===== config.mk =====
export PLATFORM = sky130hd
export DESIGN_NAME = bfa_ctrl
export DESIGN_NICKNAME = d
export VERILOG_FILES = /design/src/hdl/bfa_pkg.sv /design/src/hdl/bfa_ctrl.sv
export VERILOG_INCLUDE_DIRS = /design/src /design/src/hdl
export SDC_FILE = /design/constraint.sdc
export NUM_CORES = 1
export LEC_CHECK = 0
export ABC_AREA = 1
export BUFFER_PORTS_ARGS = -buffer_cell sky130_fd_sc_hd__buf_2
export CAP_MARGIN = 10
export CORE_AREA = 3 3 40 42
export DETAILED_ROUTE_END_ITERATION = 10
export DIE_AREA = 0 0 43 45
export GPL_TIMING_DRIVEN = 0
export PLACE_DENSITY_LB_ADDON = 0.2
export SLEW_MARGIN = 20
export SYNTH_ARGS = -nofsm -noshare
export SYNTH_HDL_FRONTEND = slang
export SYNTH_SLANG_ARGS = --single-unit

===== constraint.sdc =====
create_clock -name clk -period 2.6 [get_ports clk]
set_clock_uncertainty 0.05 [all_clocks]
set_input_delay 0.52 -clock clk [delete_from_list [all_inputs] [get_ports clk]]
set_output_delay 0.52 -clock clk [all_outputs]
set_load 0.005 [all_outputs]

===== src/hdl/bitmap_frame_allocator_assert.svh =====
// ----------------------------------------------------------------------------
// bitmap frame allocator assertion macros
// Property macros shared by the allocator modules; empty when SYNTH is set.
// ----------------------------------------------------------------------------
`ifndef BITMAP_FRAME_ALLOCATOR_ASSERT_SVH
`define BITMAP_FRAME_ALLOCATOR_ASSERT_SVH
`ifndef SYNTH
// same-cycle implication, checked out of reset
`define BFA_ASSERT_IMPLY(name, clk, rst_n, ante, cons) \
    name: assert property (@(posedge clk) disable iff (!rst_n) (ante) |-> (cons)) \
        else $error("bfa assertion failed");
// next-cycle implication, checked out of reset
`define BFA_ASSERT_NEXT(name, clk, rst_n, ante, cons) \
    name: assert property (@(posedge clk) disable iff (!rst_n) (ante) |=> (cons)) \
        else $error("bfa assertion failed");
`else
`define BFA_ASSERT_IMPLY(name, clk, rst_n, ante, cons)
`define BFA_ASSERT_NEXT(name, clk, rst_n, ante, cons)
`endif
`endif


===== src/hdl/bfa_pkg.sv =====
// ----------------------------------------------------------------------------
// bfa_pkg
// Types, codes and helper functions of the bitmap frame allocator.
// ----------------------------------------------------------------------------
`default_nettype none

package bfa_pkg;

    // bitmap geometry
    localparam int unsigned MAX_FRAMES = 65536;
    localparam int unsigned WORD_BITS  = 32;
    localparam int unsigned WORD_COUNT = MAX_FRAMES / WORD_BITS;
    localparam int unsigned ADDR_W     = $clog2(WORD_COUNT);
    localparam int unsigned BIT_W      = $clog2(WORD_BITS);
    localparam int unsigned CNT_W      = BIT_W + 1;

    // field widths
    localparam int unsigned FUNC_W  = 3;
    localparam int unsigned FRAME_W = 16;
    localparam int unsigned COUNT_W = 17;

    typedef logic [WORD_BITS-1:0] word_t;

    // request codes
    localparam logic [FUNC_W-1:0] FN_ALLOC   = 3'd0;
    localparam logic [FUNC_W-1:0] FN_FREE    = 3'd1;
    localparam logic [FUNC_W-1:0] FN_RESERVE = 3'd2;
    localparam logic [FUNC_W-1:0] FN_RELEASE = 3'd3;
    localparam logic [FUNC_W-1:0] FN_REPORT  = 3'd4;

    typedef struct packed {
        logic [FUNC_W-1:0]  func;
        logic [FRAME_W-1:0] base_frame;
        logic [COUNT_W-1:0] frame_count;
    } req_t;

    typedef struct packed {
        logic [FRAME_W-1:0] frame_number;
        logic               granted;
        logic [COUNT_W-1:0] free_count;
        logic [COUNT_W-1:0] run_length;
        logic               run_taken;
    } rsp_t;

    typedef enum logic [2:0] {
        ST_INIT,
        ST_IDLE,
        ST_READ,
        ST_EVAL,
        ST_FINISH
    } state_t;

    // controller to datapath
    typedef struct packed {
        logic fill;
        logic cfg_load;
        logic load_req;
        logic rd;
        logic eval;
        logic step;
        logic load_out;
    } cmd_t;

    // datapath to controller
    typedef struct packed {
        logic              fill_last;
        logic              no_work;
        logic              at_last;
        logic              hit;
        logic [FUNC_W-1:0] func;
    } stat_t;

    // position of the lowest set bit, zero when none
    function automatic logic [BIT_W-1:0] lowest_one(input word_t w);
        logic [BIT_W-1:0] pos;
        pos = '0;
        for (int i = WORD_BITS - 1; i >= 0; i--) begin
            if (w[i]) begin
                pos = BIT_W'(i);
            end
        end
        return pos;
    endfunction

    // number of set bits, summed per byte
    function automatic logic [CNT_W-1:0] count_ones(input word_t w);
        logic [3:0]       part;
        logic [CNT_W-1:0] sum;
        sum = '0;
        for (int k = 0; k < WORD_BITS / 8; k++) begin
            part = '0;
            for (int j = 0; j < 8; j++) begin
                part = part + 4'(w[8*k+j]);
            end
            sum = sum + CNT_W'(part);
        end
        return sum;
    endfunction

endpackage

`default_nettype wire


===== src/hdl/bfa_ctrl.sv =====
// ----------------------------------------------------------------------------
// bfa_ctrl
// Sequencer of the allocator: bitmap fill, word scan loop and handshakes.
// ----------------------------------------------------------------------------
`default_nettype none
`include "bitmap_frame_allocator_assert.svh"

module bfa_ctrl
    import bfa_pkg::*;
(
    input  wire logic  clk,
    input  wire logic  rst_n,
    input  wire logic  in_valid,
    output logic       in_stall,
    output logic       out_valid,
    input  wire logic  out_stall,
    input  wire logic  cfg_valid,
    output logic       cfg_ready,
    input  wire stat_t st,
    output cmd_t       cmd
);

    state_t state_reg, state_next;
    logic   out_valid_reg, out_valid_next;

    // state and output valid registers
    always_ff @(posedge clk or negedge rst_n)
    begin
        if (!rst_n)
        begin
            state_reg     <= ST_INIT;
            out_valid_reg <= 1'b0;
        end
        else
        begin
            state_reg     <= state_next;
            out_valid_reg <= out_valid_next;
        end
    end

    // next state and commands
    always_comb
    begin
        state_next = state_reg;
        cmd        = '0;
        cfg_ready  = (state_reg == ST_INIT) || (state_reg == ST_IDLE);
        in_stall   = (state_reg != ST_IDLE) || cfg_valid;

        case (state_reg)
            ST_INIT:
            begin
                if (cfg_valid)
                begin
                    cmd.cfg_load = 1'b1;
                end
                else
                begin
                    cmd.fill = 1'b1;
                    if (st.fill_last)
                    begin
                        state_next = ST_IDLE;
                    end
                end
            end
            ST_IDLE:
            begin
                if (cfg_valid)
                begin
                    cmd.cfg_load = 1'b1;
                    state_next   = ST_INIT;
                end
                else if (in_valid)
                begin
                    cmd.load_req = 1'b1;
                    state_next   = ST_READ;
                end
            end
            ST_READ:
            begin
                if (st.no_work)
                begin
                    state_next = ST_FINISH;
                end
                else
                begin
                    cmd.rd     = 1'b1;
                    state_next = ST_EVAL;
                end
            end
            ST_EVAL:
            begin
                cmd.eval   = 1'b1;
                state_next = ST_FINISH;
                if (st.func == FN_ALLOC || st.func == FN_REPORT)
                begin
                    if (!st.hit && !st.at_last)
                    begin
                        cmd.step   = 1'b1;
                        state_next = ST_READ;
                    end
                end
                else if (st.func == FN_RESERVE || st.func == FN_RELEASE)
                begin
                    if (!st.at_last)
                    begin
                        cmd.step   = 1'b1;
                        state_next = ST_READ;
                    end
                end
            end
            ST_FINISH:
            begin
                if (!out_valid_reg || !out_stall)
                begin
                    cmd.load_out = 1'b1;
                    state_next   = ST_IDLE;
                end
            end
            default:
            begin
                state_next = ST_INIT;
            end
        endcase

        // output word held until taken
        if (cmd.load_out)
        begin
            out_valid_next = 1'b1;
        end
        else if (out_valid_reg && !out_stall)
        begin
            out_valid_next = 1'b0;
        end
        else
        begin
            out_valid_next = out_valid_reg;
        end
    end

    assign out_valid = out_valid_reg;

    `BFA_ASSERT_NEXT(a_accept_reads, clk, rst_n, in_valid && !in_stall, state_reg == ST_READ)
    `BFA_ASSERT_NEXT(a_cfg_refills, clk, rst_n, cfg_valid && cfg_ready, state_reg == ST_INIT)
    `BFA_ASSERT_IMPLY(a_eval_after_read, clk, rst_n, state_reg == ST_EVAL, $past(state_reg) == ST_READ)

endmodule

`default_nettype wire


==> metrics.cfg <==
[cts]
postCtsHoldBufs = 0
cts.path.max_buffers = 2
cts.clk_slew.worst_paths_ns = 0.04
worstSkewPairLatency_ns = 0.23
tritoncts.num_buffers = 3
clock_sink_count = 4
cts_resized = 0
clock_tree.htree_level_count = 1
ctsRootBufferMaster = sky130_fd_sc_hd__clkbuf_4
cts_setup_buffers = 0
cts_tree = done

[setup_path]
worstReg2RegStart = state_reg[2]
worst_path_dominant_cell_family = flip-flops
critPathBufInv = 1
critPathArrivalTime_ns = 1.26
cp_max_fo = 6
cp-end-kind = output port
crit_chain = nor2_2 -> nand2_1 -> a21oi_1 -> buf_2
worst_ep_required_time_ns = 2.03
reg2reg_setup_slack_ns = 1.52
cpMaxStageDelayCell = sky130_fd_sc_hd__dfrtp_1
critical-path-max-stage-delay_ns = 0.47
reg2regPathDepth = 5
worst-setup-path-type = flip-flop to output port
r2r-end = state_reg[1]
crit_path_start_kind = flip-flop
startpoint = state_reg[2]

[die]
pin_count = 22
area_inside_the_core_boundary_sq_um = 1280
fp.dieArea_sq_um = 1940
rows = 13
initial_core_util_pct = 26.4
floorplan.die.height_um = 45
fp.dieW_um = 43

[placement]
placement.setup.worst_slack_ns = 0.954
port_buffers = 21
routabilityCongestion = 0.691
placedCellCount = 89
place_hpwl_um = 698
dpl-instance-area_sq_um = 463

[cells_and_area]
fin_cells = 92
most-common-layout-cells = sky130_fd_sc_hd__buf_2 (21), sky130_fd_sc_hd__nand2_1 (12), sky130_fd_sc_hd__nand3_1 (9)
area_delta_synth_final_pct = 43.2
fillers = 140
postLayoutCoreUtil_pct = 37.8
final_common_cell = sky130_fd_sc_hd__buf_2
final_area_sq_um = 485
max_reg_flops = 3
share_of_cells_above_drive_strength_1_pct = 45.5
insertedDiodeCount = 0
num-nets-final = 91

[detailed_routing]
vias = 403
detail_route.drc_violations = 0
postRouteWirelength_um = 807
route.detailed.wl_per_inst_um = 8.77
first_pass_iters = 2
postRouteAntennaNets = 0
vias_per_cell = 4.38
first_iter_violations = 3

[global_route]
gr-usage-all-layers_pct = 9.14
number_of_antenna_violations_at_the_first_check_in_global_routing = 0
grt_first_pass_wirelength_um = 1320
pin_count_of_the_biggest_net_entering_global_routing = 7
via_count_of_the_first_global_routing_pass = 371
gr-total-overflow = 0

[timing]
timing_max_transition_violations_final = 0
fin_ws_ns = 0.766
rsz0062_at_grt = no
period_share_pct = 70.5
timing.max_slew.rel_slack_pct = 80.8
max_clock_freq_mhz = 545
setup-violations-final = 0
finalCriticalPeriod_ns = 1.83
max_slew.worst_pin.slew_ns = 0.289
whs_ns = 0.0331
timing_hold_violations_final = 0
fin_setup_tns_ns = 0

[run]
drv_cap = 0

[yosys]
synth_area_per_cell_sq_um = 6.40
yosysWarningCount = 0
synth_seq_area_share_pct = 29.5
seq_cells_post_synth = 4
syn-cell-area_sq_um = 339
post_synth_inst_count = 53
yosys.cell_types.count = 15
synthesis.nets = 65

[power_and_ir_drop]
p_sw_mw = 0.218
p_seq_share_pct = 25.5
cellPowerDensity_nw_per_um2 = 969
p_leak_nw = 0.303
internal-power_mw = 0.252
clkPwrFrac_pct = 16.1
peakVddDrop_uv = 260
power_mw = 0.470
pwr-share-comb_pct = 58.3
proportion_of_total_power_due_to_net_switching_pct = 46.4

[min_path]
hold_path_class = input pin to async pin

[outcome]
status = finished clean

cell families (layout without fill, tap and decap cells):
kind of cell    count (synthesis)  in the layout  share of synthesized area, %
buf+inv                        10             34                          12.2
flops                           4              4                          29.5
simple gates                   36             36                          52.8
compound gates                  3              3                          5.53
layer usage:
layer	vias up	part of all wire [%]	GRT usage, %
met5	-	0	0
li1	217	-	-
met4	0	0	9.04
met1	177	43	9.58
met2	9	51	15.3
met3	0	5.2	1.59
worst max-delay path by stage:
| stage | endpoint | slack [ns] | depth (start not counted) |
|---|---|---|---|
| detailed placement | cmd[1] | 0.95 | 7 |
| floorplan | cmd[1] | 1.17 | 4 |
| global placement | cmd[1] | 0.96 | 7 |
| CTS | cmd[5] | 0.76 | 4 |
| finish | cmd[5] | 0.77 | 4 |
| global route | cmd[5] | 0.68 | 4 |
cell usage after synthesis:
| cell | count | area share, % |
|---|---|---|
| sky130_fd_sc_hd__dfrtp_1 | 4 | 30 |
| sky130_fd_sc_hd__nor3_4 | 1 | 4.8 |
| sky130_fd_sc_hd__inv_1 | 6 | 6.6 |
| sky130_fd_sc_hd__nor2_2 | 3 | 5.5 |
| sky130_fd_sc_hd__nand3_1 | 9 | 13 |
| sky130_fd_sc_hd__nand3_2 | 1 | 3.0 |
| sky130_fd_sc_hd__nand2_1 | 12 | 13 |
| sky130_fd_sc_hd__o21ai_1 | 1 | 1.5 |
| sky130_fd_sc_hd__nand3b_1 | 1 | 2.2 |
| sky130_fd_sc_hd__a21oi_2 | 1 | 2.6 |
| sky130_fd_sc_hd__nand2_2 | 1 | 1.8 |
| sky130_fd_sc_hd__buf_4 | 1 | 2.2 |
| sky130_fd_sc_hd__a21oi_1 | 1 | 1.5 |
| sky130_fd_sc_hd__inv_2 | 3 | 3.3 |
| sky130_fd_sc_hd__nor2_1 | 8 | 8.9 |
layout make-up:
| cell class | count | area (sq um) | share of cell area (%) |
|---|---|---|---|
| Sequential cell | 4 | 100 | 20.6 |
| Buffer | 1 | 7.51 | 1.55 |
| Inverter | 9 | 33.8 | 6.96 |
| Timing Repair Buffer | 21 | 105 | 21.6 |
| Clock buffer | 3 | 22.5 | 4.64 |
| Tap cell | 15 | 18.8 | 3.87 |
| Multi-Input combinational cell | 39 | 198 | 40.7 |
power groups by stage:
stage	clock, mW	combinational (mW)	sequential, mW
final	0.0758	0.274	0.120
after global routing	0.0852	0.310	0.126
after CTS	0.0798	0.277	0.120
after detailed placement	0	0.276	0.121
after global placement	0	0.273	0.122
after floorplan	0	0.186	0.118
(Power assumes the default switching activity.)
